**src/rtl/utf8_stream_decoder_assert.svh**
```systemverilog
// Assertion macros for the UTF-8 stream decoder, clocked on clk and held off in reset.
`ifndef UTF8_STREAM_DECODER_ASSERT_SVH
`define UTF8_STREAM_DECODER_ASSERT_SVH

// The consequent must hold in the same cycle as the antecedent.
`define U8D_ASSERT_SAME(lbl, ante, cons) \
  lbl: assert property (@(posedge clk) disable iff (!rst_n) (ante) |-> (cons)) \
    else $error("utf8 decoder check failed");

// The consequent must hold in the cycle after the antecedent.
`define U8D_ASSERT_NEXT(lbl, ante, cons) \
  lbl: assert property (@(posedge clk) disable iff (!rst_n) (ante) |=> (cons)) \
    else $error("utf8 decoder check failed");

`endif

```
**src/rtl/utf8d_pkg.sv**
```systemverilog
// Shared types, constants and check functions for the UTF-8 stream decoder.
package utf8d_pkg;

  localparam int unsigned BYTE_W  = 8;
  localparam int unsigned POINT_W = 31;
  localparam int unsigned LEN_W   = 3;
  localparam int unsigned DATA_W  = 32;

  localparam logic KIND_POINT = 1'b0;
  localparam logic KIND_CTRL  = 1'b1;

  localparam logic [POINT_W-1:0] REPLACEMENT = 31'h0000_FFFD;

  typedef struct packed {
    logic                kind;
    logic [POINT_W-1:0]  code_point;
    logic                last;
  } result_t;

  // Handshake status of the output stage as seen by the top level.
  typedef struct packed {
    logic room;
    logic hold_busy;
  } out_status_t;

  // Smallest code point allowed for a sequence of the given length.
  function automatic logic [POINT_W-1:0] least_point(input logic [LEN_W-1:0] len);
    logic [POINT_W-1:0] least;
    case (len)
      3'd2:    least = 31'h0000_0080;
      3'd3:    least = 31'h0000_0800;
      3'd4:    least = 31'h0001_0000;
      3'd5:    least = 31'h0020_0000;
      3'd6:    least = 31'h0400_0000;
      default: least = '0;
    endcase
    return least;
  endfunction

  // Overlong forms, surrogates and the two noncharacters become the replacement.
  function automatic logic [POINT_W-1:0] check_point(input logic [POINT_W-1:0] cp,
                                                     input logic [LEN_W-1:0]   len);
    logic [POINT_W-1:0] res;
    res = cp;
    if (cp < least_point(len)) begin
      res = REPLACEMENT;
    end else if ((cp >= 31'h0000_D800 && cp <= 31'h0000_DFFF) ||
                 cp == 31'h0000_FFFE || cp == 31'h0000_FFFF) begin
      res = REPLACEMENT;
    end
    return res;
  endfunction

endpackage

```
**src/rtl/utf8d_decode.sv**
```systemverilog
// Sequence state and single-pass decode of one registered byte into up to two results.
module utf8d_decode (
  input  logic                        clk,
  input  logic                        rst_n,
  input  logic [utf8d_pkg::BYTE_W-1:0] byte_in,
  input  logic                        fire,
  output logic [1:0]                  num_res,
  output utf8d_pkg::result_t          res0,
  output utf8d_pkg::result_t          res1
);
  import utf8d_pkg::*;

  logic [LEN_W-1:0]   bytes_left_r, bytes_left_nxt;
  logic [LEN_W-1:0]   seq_length_r, seq_length_nxt;
  logic [POINT_W-1:0] partial_r, partial_nxt;
  logic [POINT_W-1:0] shifted;
  logic [POINT_W-1:0] byte_ext;

  assign shifted  = {partial_r[POINT_W-7:0], byte_in[5:0]};
  assign byte_ext = {{(POINT_W-BYTE_W){1'b0}}, byte_in};

  always_comb begin
    num_res        = 2'd0;
    res0           = '{kind: KIND_POINT, code_point: REPLACEMENT, last: 1'b1};
    res1           = '{kind: KIND_POINT, code_point: byte_ext, last: 1'b1};
    bytes_left_nxt = bytes_left_r;
    seq_length_nxt = seq_length_r;
    partial_nxt    = partial_r;
    if (byte_in < 8'h20) begin
      num_res        = 2'd1;
      res0           = '{kind: KIND_CTRL, code_point: byte_ext, last: 1'b1};
      bytes_left_nxt = '0;
    end else if (byte_in < 8'h80) begin
      bytes_left_nxt = '0;
      if (bytes_left_r != '0) begin
        // The broken sequence is reported before the ASCII character itself.
        num_res = 2'd2;
        res0    = '{kind: KIND_POINT, code_point: REPLACEMENT, last: 1'b0};
      end else begin
        num_res = 2'd1;
        res0    = '{kind: KIND_POINT, code_point: byte_ext, last: 1'b1};
      end
    end else if (byte_in < 8'hC0) begin
      if (bytes_left_r == '0) begin
        num_res = 2'd1;
      end else begin
        partial_nxt    = shifted;
        bytes_left_nxt = bytes_left_r - 3'd1;
        if (bytes_left_r == 3'd1) begin
          num_res = 2'd1;
          res0    = '{kind: KIND_POINT, code_point: check_point(shifted, seq_length_r),
                      last: 1'b1};
        end
      end
    end else if (byte_in >= 8'hFE) begin
      num_res = 2'd1;
    end else begin
      if (byte_in < 8'hE0) begin
        partial_nxt    = {26'd0, byte_in[4:0]};
        seq_length_nxt = 3'd2;
      end else if (byte_in < 8'hF0) begin
        partial_nxt    = {27'd0, byte_in[3:0]};
        seq_length_nxt = 3'd3;
      end else if (byte_in < 8'hF8) begin
        partial_nxt    = {28'd0, byte_in[2:0]};
        seq_length_nxt = 3'd4;
      end else if (byte_in < 8'hFC) begin
        partial_nxt    = {29'd0, byte_in[1:0]};
        seq_length_nxt = 3'd5;
      end else begin
        partial_nxt    = {30'd0, byte_in[0]};
        seq_length_nxt = 3'd6;
      end
      bytes_left_nxt = seq_length_nxt - 3'd1;
      if (bytes_left_r != '0) begin
        num_res = 2'd1;
      end
    end
  end

  always_ff @(posedge clk) begin
    if (!rst_n) begin
      bytes_left_r <= '0;
      seq_length_r <= '0;
      partial_r    <= '0;
    end else if (fire) begin
      bytes_left_r <= bytes_left_nxt;
      seq_length_r <= seq_length_nxt;
      partial_r    <= partial_nxt;
    end
  end

endmodule

```
**src/rtl/utf8d_out_stage.sv**
```systemverilog
// Output register with a hold register for the second result of a byte.
module utf8d_out_stage (
  input  logic                          clk,
  input  logic                          rst_n,
  input  logic                          push,
  input  logic [1:0]                    num_res,
  input  utf8d_pkg::result_t            res0,
  input  utf8d_pkg::result_t            res1,
  input  logic                          out_ready,
  output logic                          out_valid,
  output utf8d_pkg::result_t            out_res,
  output utf8d_pkg::out_status_t        status
);
  import utf8d_pkg::*;

  logic    out_valid_r;
  result_t out_res_r;
  logic    hold_valid_r;
  result_t hold_res_r;
  logic    out_free;

  assign out_free         = !out_valid_r || out_ready;
  assign status.room      = out_free && !hold_valid_r;
  assign status.hold_busy = hold_valid_r;
  assign out_valid        = out_valid_r;
  assign out_res          = out_res_r;

  always_ff @(posedge clk) begin
    if (!rst_n) begin
      out_valid_r  <= 1'b0;
      hold_valid_r <= 1'b0;
    end else if (out_free) begin
      if (hold_valid_r) begin
        out_valid_r  <= 1'b1;
        hold_valid_r <= 1'b0;
      end else if (push && num_res != 2'd0) begin
        out_valid_r  <= 1'b1;
        hold_valid_r <= (num_res == 2'd2);
      end else begin
        out_valid_r <= 1'b0;
      end
    end
  end

  always_ff @(posedge clk) begin
    if (out_free) begin
      if (hold_valid_r) begin
        out_res_r <= hold_res_r;
      end else begin
        out_res_r  <= res0;
        hold_res_r <= res1;
      end
    end
  end

endmodule

```
**src/rtl/utf8_stream_decoder.sv**
```systemverilog
// UTF-8 stream decoder: one byte a cycle in when not stalled, a decoded code point or
// control word out. A byte accepted goes into the input register and its first result
// then into the output register; back-pressure can stall between them. A byte giving
// two results holds the input until the single output register drains the hold register.
// Reset (synchronous, rst_n low) empties both stages and clears the pending sequence.
`include "utf8_stream_decoder_assert.svh"
module utf8_stream_decoder (
  input  logic                          clk,
  input  logic                          rst_n,
  input  logic                          in_tvalid,
  output logic                          in_tready,
  input  logic [utf8d_pkg::BYTE_W-1:0]  in_tdata,   // [7:0] in_byte
  output logic                          out_tvalid,
  input  logic                          out_tready,
  output logic [utf8d_pkg::DATA_W-1:0]  out_tdata,  // [30:0] code_point, [31] zero
  output logic                          out_tuser,  // [0] kind
  output logic                          out_tlast
);
  import utf8d_pkg::*;

  logic               in_valid_r;
  logic [BYTE_W-1:0]  in_byte_r;
  logic               consume;
  logic [1:0]         num_res;
  result_t            res0;
  result_t            res1;
  result_t            out_res;
  out_status_t        status;

  assign consume   = in_valid_r && status.room;
  assign in_tready = !in_valid_r || consume;

  always_ff @(posedge clk) begin
    if (!rst_n) begin
      in_valid_r <= 1'b0;
    end else if (in_tready) begin
      in_valid_r <= in_tvalid;
    end
  end

  always_ff @(posedge clk) begin
    if (in_tready && in_tvalid) begin
      in_byte_r <= in_tdata;
    end
  end

  utf8d_decode u_decode (
    .clk     (clk),
    .rst_n   (rst_n),
    .byte_in (in_byte_r),
    .fire    (consume),
    .num_res (num_res),
    .res0    (res0),
    .res1    (res1)
  );

  utf8d_out_stage u_out (
    .clk       (clk),
    .rst_n     (rst_n),
    .push      (consume),
    .num_res   (num_res),
    .res0      (res0),
    .res1      (res1),
    .out_ready (out_tready),
    .out_valid (out_tvalid),
    .out_res   (out_res),
    .status    (status)
  );

  assign out_tdata = {1'b0, out_res.code_point};
  assign out_tuser = out_res.kind;
  assign out_tlast = out_res.last;

  // A word waiting in the hold register always sits behind a replacement that is not last.
  `U8D_ASSERT_SAME(a_hold_behind_first, status.hold_busy, out_tvalid && !out_tlast)
  // A control byte taken from the input register shows up next as a control word.
  `U8D_ASSERT_NEXT(a_ctrl_passes, consume && in_byte_r < 8'h20, out_tvalid && out_tuser)
  // The input side only stalls when its register is occupied.
  `U8D_ASSERT_SAME(a_stall_needs_byte, !in_tready, in_valid_r)

endmodule
```
**config.mk**
```make
export PLATFORM = sky130hd
export DESIGN_NAME = utf8_stream_decoder
export DESIGN_NICKNAME = d
export VERILOG_FILES = /design/src/rtl/utf8d_pkg.sv /design/src/rtl/utf8d_decode.sv /design/src/rtl/utf8d_out_stage.sv /design/src/rtl/utf8_stream_decoder.sv
export VERILOG_INCLUDE_DIRS = /design/src /design/src/rtl
export SDC_FILE = /design/constraint.sdc
export NUM_CORES = 1
export LEC_CHECK = 0
export ABC_AREA = 1
export BUFFER_PORTS_ARGS = -buffer_cell sky130_fd_sc_hd__buf_2
export CELL_PAD_IN_SITES_DETAIL_PLACEMENT = 1
export CELL_PAD_IN_SITES_GLOBAL_PLACEMENT = 2
export CORE_MARGIN = 3
export CORE_UTILIZATION = 38
export CTS_CLUSTER_SIZE = 14
export DETAILED_ROUTE_END_ITERATION = 6
export HOLD_SLACK_MARGIN = 0.03
export PLACE_DENSITY = 0.94
export SYNTH_ARGS = -nofsm -noshare
export SYNTH_HDL_FRONTEND = slang
export SYNTH_SLANG_ARGS = --single-unit
```
**constraint.sdc**
```tcl
create_clock -name clk -period 3.1 [get_ports clk]
set_clock_uncertainty 0.2 [all_clocks]
set_input_delay 0.155 -clock clk [delete_from_list [all_inputs] [get_ports clk]]
set_output_delay 0.155 -clock clk [all_outputs]
set_load 0.03 [all_outputs]
```
==> impl_metrics.toml, run 1 <==
[run_status]
status = "finished clean"

[floorplanning]
std_cell_rows = 36
die_h_um = 108
io_pins = 48
core_mm2 = 0.00991
die_x_um = 108
dieArea_mm2 = 0.0116
initial_core_util_pct = 39.8

[synth]
synth_enable_flop_cells = 49
synthFlopType = "edfxtp_1"
synth_area_leader_cell = "edfxtp_1"
async_flop_share_pct = 0
ys_ff_latch = 83
synthTopCellsByArea = "edfxtp_1 37%, dfxtp_1 17%, nand2_1 7.3%"
avgSynthCellArea_um2 = 8.96
ys_types = 36
syn-num-nets = 460
synthCells = 440
yosysWarnings = 0
yosys.area.top_type_share_pct = 37.3
syn_area_mm2 = 0.00394
seq_area_frac_synth_pct = 54.6

[power_and_ir_drop]
p_leak_nw = 1.88
p_per_area_mw_per_mm2 = 538
max-vdd-ir-drop_mv = 0.178
clockPowerShare_pct = 29.4
p_comb_share_pct = 17.7
p_seq_share_pct = 52.9
internal_power_w = 0.00169
switchingPower_w = 0.000766
switching_share_pct = 31.2

[global_route]
grt_max_degree = 41
antenna_found_initial = 0
grtUsageTotal_pct = 19.3
grt_pass1_wl_mm = 17.3
gr-total-overflow = 0
grt_pass1_vias = 3367

[detailed_routing]
avgRoutedWirePerCell_um = 16.4
via_per_inst = 5.04
vias = 3198
ant_nets = 0
routed_wirelength_mm = 10.4
dr.pass1.iters = 4
drtIter0Drc = 129
drc = 0

[timing]
setup_viol = 0
hold_violations = 0
max_clock_freq_mhz = 367
worst_pin_slew_ps = 1040
relSlewSlack_pct = 30.4
fin_crit_ps = 2730
fin_tns_setup_ps = 0
finalMaxSlewViolations = 0
fin_crit_sh_pct = 88.0
grt_setup_unrepaired = "false"

[cells_and_area]
fin_nets = 517
final_area_mm2 = 0.00456
antenna-diode-count = 0
area_growth_pct = 15.7
final_layout_size_suffix_gt1_share_pct = 18.9
layout_commonest_cell = "nand2_1"
final_cell_mix = "77 x nand2_1, 60 x nor2_1, 53 x inv_1, 49 x edfxtp_1, 46 x buf_2"

[setup_path]
worst-setup-path-type = "flop to flop"
startpoint = "in_byte_r[7]"
cp.arrival_ps = 2780
worstPathCellList = "nand2_2, nor2_2, nand2_1, nand2_1, a21oi_2, inv_2, a21oi_1, a211oi_1"
endpoint_kind = "flop"
path_buf_inv = 1
crit_family = "simple AND/OR/NAND/NOR gates"
reg2reg_depth = 8
crit_fanout = 40
crit_cells = 8
slowest_delay_ps = 540
critPathMostFrequentCell = "nand2_1"
reg2reg_from = "in_byte_r[7]"
slowest_stage = "edfxtp_1"
cp_data_required_time_ps = 3150
start_kind = "flop"

[placement]
dp_hpwl_mm = 7.27
placed_cell_area_mm2 = 0.00428
place.port_buffers = 46
gp_congestion = 0.861

[flow_run]
max_cap_violations = 0

[clock_tree]
numCtsBuffers = 9
clk_pin_slew_ps = 90
cts_tree = "built"
clockBufferDepth = 2
clkSinkCount = 83
htree_num_levels = 3
clk_latency_ps = 370
clockRootBuffer = "clkbuf_8"

[hold_path]
hp-start = "in_tdata[2]"
hold_class = "primary input to flop"
min_path_cells = 2
[state kept, by name (all words and copies together), names as in the netlist]
| name | cells |
|---|---|
| u_out.out_res | 33 |
| u_decode.partial_r | 25 |
| in_byte_r | 8 |
| u_out.hold_res_r | 8 |
| u_decode.bytes_left_r | 3 |
| u_decode.seq_length_r | 3 |
| in_valid_r | 1 |
| u_out.hold_valid_r | 1 |
| u_out.out_valid | 1 |
[synthesized netlist by cell type, types with 2 or more instances]
cell / number
nand2_1: 77
nor2_1: 60
inv_1: 53
edfxtp_1: 49
a21oi_1: 40
dfxtp_1: 34
nand3_1: 19
a211oi_1: 15
o21ai_0: 13
ha_1: 8
nor3_2: 7
inv_2: 6
nand2_2: 6
clkbuf_1: 5
nand4_1: 5
nor2_2: 5
nor3_1: 5
buf_4: 4
o21bai_1: 4
buf_2: 3
nor3b_1: 3
nor3b_2: 3
buf_6: 2
o21ai_1: 2
[metal layers]
metal / GRT usage [%] / vias up / wire length [µm]
met5: 0 / - / 0
met3: 2.76 / 20 / 423
li1: - / 1574 / -
met1: 25.4 / 1543 / 4890
met2: 31.2 / 61 / 4820
met4: 8.84 / 0 / 254
[power groups by stage]
stage	clock [W]	combinational (W)	sequential, W
after floorplan	0	0.000228	0.00140
after global placement	0	0.000414	0.00132
after detailed placement	0	0.000423	0.00132
after CTS	0.000733	0.000436	0.00130
after global routing	0.000768	0.000480	0.00131
final	0.000720	0.000435	0.00130
[layout make-up]
class	count	area, µm²
Fill cell	1216	5350
Timing Repair Buffer	61	370
Inverter	59	221
Tap cell	133	166
Clock buffer	12	145
Multi-Input combinational cell	283	1480
Clock inverter	4	26.3
Sequential cell	83	2150
[cells by family (layout without fill, tap and decap cells)]
family / Yosys count / in the layout / synth area share, %
XOR/XNOR: 1 / 1 / 0.222
AND/OR/NAND/NOR: 193 / 193 / 22.7
flip-flops: 83 / 83 / 54.6
other: 1 / 1 / 0.0951
AO/OA/AOI/OAI: 80 / 80 / 11.9
buffers and inverters: 74 / 136 / 7.90
adder cells (fa/ha/maj): 8 / 8 / 2.54
[metrics by stage]
step	std cells	total power [W]	util (%)	hold slack, ps	setup slack [ps]
6_report	635	0.00245	46.0	292	372
5_1_grt	635	0.00255	46.0	301	113
4_1_cts	635	0.00247	46.0	282	427
3_5_place_dp	608	0.00175	43.2	134	513
3_3_place_gp	608	0.00173	43.2	134	566
2_1_floorplan	440	0.00163	-	53.9	1050
[final timing paths]
path / end / slack [ps]
max: u_decode.partial_r[24] / 370
min: in_byte_r[2] / 290
max reg2reg: u_decode.partial_r[24] / 370
min reg2reg: u_decode.partial_r[23] / 300
[what timing repair did]
item / CTS / global route
resized for setup: 0 / 0
setup buffers: 0 / 0
hold buffers: 11 / 0
hold endpoints to repair: 15 / 0
(Power assumes the default switching activity.)
==> inputs of run 2 (changes only) <==
- ABC_AREA: 1 -> 0
- CAP_MARGIN: default -> 25
- CORE_UTILIZATION: 38 -> 41
==> impl_metrics.toml, run 2 <==
[global_route]
grtUsageTotal_pct = 19.9
grt_pass1_wl_mm = 16.0
grt_max_degree = 35
grt_pass1_vias = 2978
gr-total-overflow = 0
antenna_found_initial = 0

[setup_path]
start_kind = "flop"
path_buf_inv = 1
cp_data_required_time_ps = 3000
slowest_delay_ps = 520
cp.arrival_ps = 2800
crit_fanout = 18
worstPathCellList = "or3b_2, ha_1, a21o_1, o21ai_0, a21oi_1, o211ai_4, buf_4, nor3b_1"
crit_family = "compound AO/OA/AOI/OAI gates"
slowest_stage = "o211ai_4"
worst-setup-path-type = "flop to flop"
endpoint_kind = "flop"

[clock_tree]
cts_tree = "built"
clk_latency_ps = 360
clockBufferDepth = 2
htree_num_levels = 3
clk_pin_slew_ps = 80
clkSinkCount = 83
numCtsBuffers = 9
clockRootBuffer = "clkbuf_8"

[synth]
yosysWarnings = 0
async_flop_share_pct = 0
avgSynthCellArea_um2 = 11.4
synthCells = 329
synth.most_common_cell = "edfxtp_1"
ys_top_cells_by_count = "49 x edfxtp_1, 34 x dfxtp_1, 24 x nand2_1, 24 x nor2_1, 17 x nand3_1"
synth_enable_flop_cells = 49
synthFlopType = "edfxtp_1"
syn_area_mm2 = 0.00374
ys_ff_latch = 83
yosys.area.top_type_share_pct = 39.3
synth_area_leader_cell = "edfxtp_1"
synthTopCellsByArea = "edfxtp_1 39%, dfxtp_1 18%, a21boi_0 3.2%"
seq_area_frac_synth_pct = 57.5
syn-num-nets = 349
ys_types = 58

[detailed_routing]
drc = 0
routed_wirelength_mm = 9.84
vias = 2917
via_per_inst = 5.78
ant_nets = 0
dr.pass1.iters = 4
drtIter0Drc = 180
avgRoutedWirePerCell_um = 19.5

[cells_and_area]
multi_input_comb_area_mm2 = 0.00147
antenna-diode-count = 0
postLayoutCoreUtil_pct = 50.4
final_layout_size_suffix_gt1_share_pct = 23.4
final_cell_mix = "49 x edfxtp_1, 46 x buf_2, 34 x dfxtp_1, 24 x nor2_1, 24 x nand2_1"
largest_reg_flops = 33
area_growth_pct = 18.5
instances_no_fill = 505
fin_nets = 412
final-seq-area_mm2 = 0.00215
fillers = 951
layout_commonest_cell = "edfxtp_1"

[power_and_ir_drop]
internal_power_w = 0.00170
switchingPower_w = 0.000607
clockPowerShare_pct = 32.6
p_comb_share_pct = 12.8
p_leak_nw = 1.69
switching_share_pct = 26.3
p_per_area_mw_per_mm2 = 520
max-vdd-ir-drop_mv = 0.255
p_seq_share_pct = 54.7

[placement]
dp_hpwl_mm = 6.56
place.port_buffers = 46
gp_congestion = 0.861
dpl.cell_count = 479
place_ws_ps = 32.4

[floorplanning]
io_pins = 48
initial_core_util_pct = 42.5
std_cell_rows = 34
dieArea_mm2 = 0.0103
core_mm2 = 0.00881
die_h_um = 102
die_x_um = 102

[timing]
finalMaxSlewViolations = 0
relSlewSlack_pct = 41.9
fin_crit_sh_pct = 93.6
worst_pin_slew_ps = 868
max_clock_freq_mhz = 344
fin_crit_ps = 2900
setup_viol = 0
setup_ws_ps = 197
hold_violations = 0

[run_status]
status = "finished clean"

[flow_run]
max_cap_violations = 0

[hold_path]
hold_class = "primary input to flop"
==> run 2: metrics by stage <==
stage                     hold WS (ps)  setup TNS [ps]  area (µm²)  power (W)
after floorplan                   53.9               0        3740    0.00147
after global placement             133               0        4130    0.00155
after detailed placement           134               0        4130    0.00156
after CTS                          140               0        4410    0.00232
after global routing               162           -11.6        4430    0.00240
final                              136               0        4430    0.00231
==> run 2: per-layer routing <==
metal	global-route usage, %	share of wire [%]	vias to the layer above
met3	3.65	4.0	12
met5	0	0	-
li1	-	-	1357
met1	26.1	44	1481
met2	34.2	51	67
met4	4.29	1.1	0
==> run 2: worst register-to-register path: stages (launching register included) <==
cell and delay [ps]:
dfxtp_1 400, or3b_2 480, ha_1 300, a21o_1 160, o21ai_0 140, a21oi_1 140, o211ai_4 520, buf_4 250
nor3b_1 70
==> run 2: logic make-up (layout without fill, tap and decap cells) <==
family	count (synthesis)	in the layout	synth area share, %
simple gates	121	121	17.7
compound gates	83	83	17.5
flops	83	83	57.5
buf+inv	30	98	3.68
fa+ha+maj	8	8	2.68
mux	2	2	0.535
other cells	1	1	0.100
xor+xnor	1	1	0.234
==> run 2: cell type report <==
cell class	count	area share, %
inverters	10	0.847
well taps	108	3.05
multi-input cells	216	33.2
flip-flops and latches	83	48.5
clock buffers	11	2.96
clock inverters	5	1.24
repair buffers	72	10.2
==> run 2: power groups by stage <==
stage	sequential [W]	combinational [W]	clock (W)
floorplan	0.00134	0.000126	0
global placement	0.00128	0.000270	0
detailed placement	0.00129	0.000278	0
CTS	0.00126	0.000291	0.000770
global route	0.00127	0.000321	0.000810
finish	0.00126	0.000294	0.000751
==> run 2: repair_timing <==
action | CTS | global route
hold endpoints to repair | 10 | 0
buffers inserted | 0 | 0
gates resized for setup | 0 | 2
hold buffers | 10 | 0
endpoints found under the setup margin | 0 | 20
==> run 2: worst paths after layout <==
kind	cells after the start	from	end	slack, ps
min reg2reg	2	u_decode.partial_r[24]	u_decode.partial_r[24]	270
max reg2reg	8	u_decode.seq_length_r[2]	u_out.out_res[27]	200
min	2	rst_n	u_decode.seq_length_r[1]	140
max	8	u_decode.seq_length_r[2]	u_out.out_res[27]	200
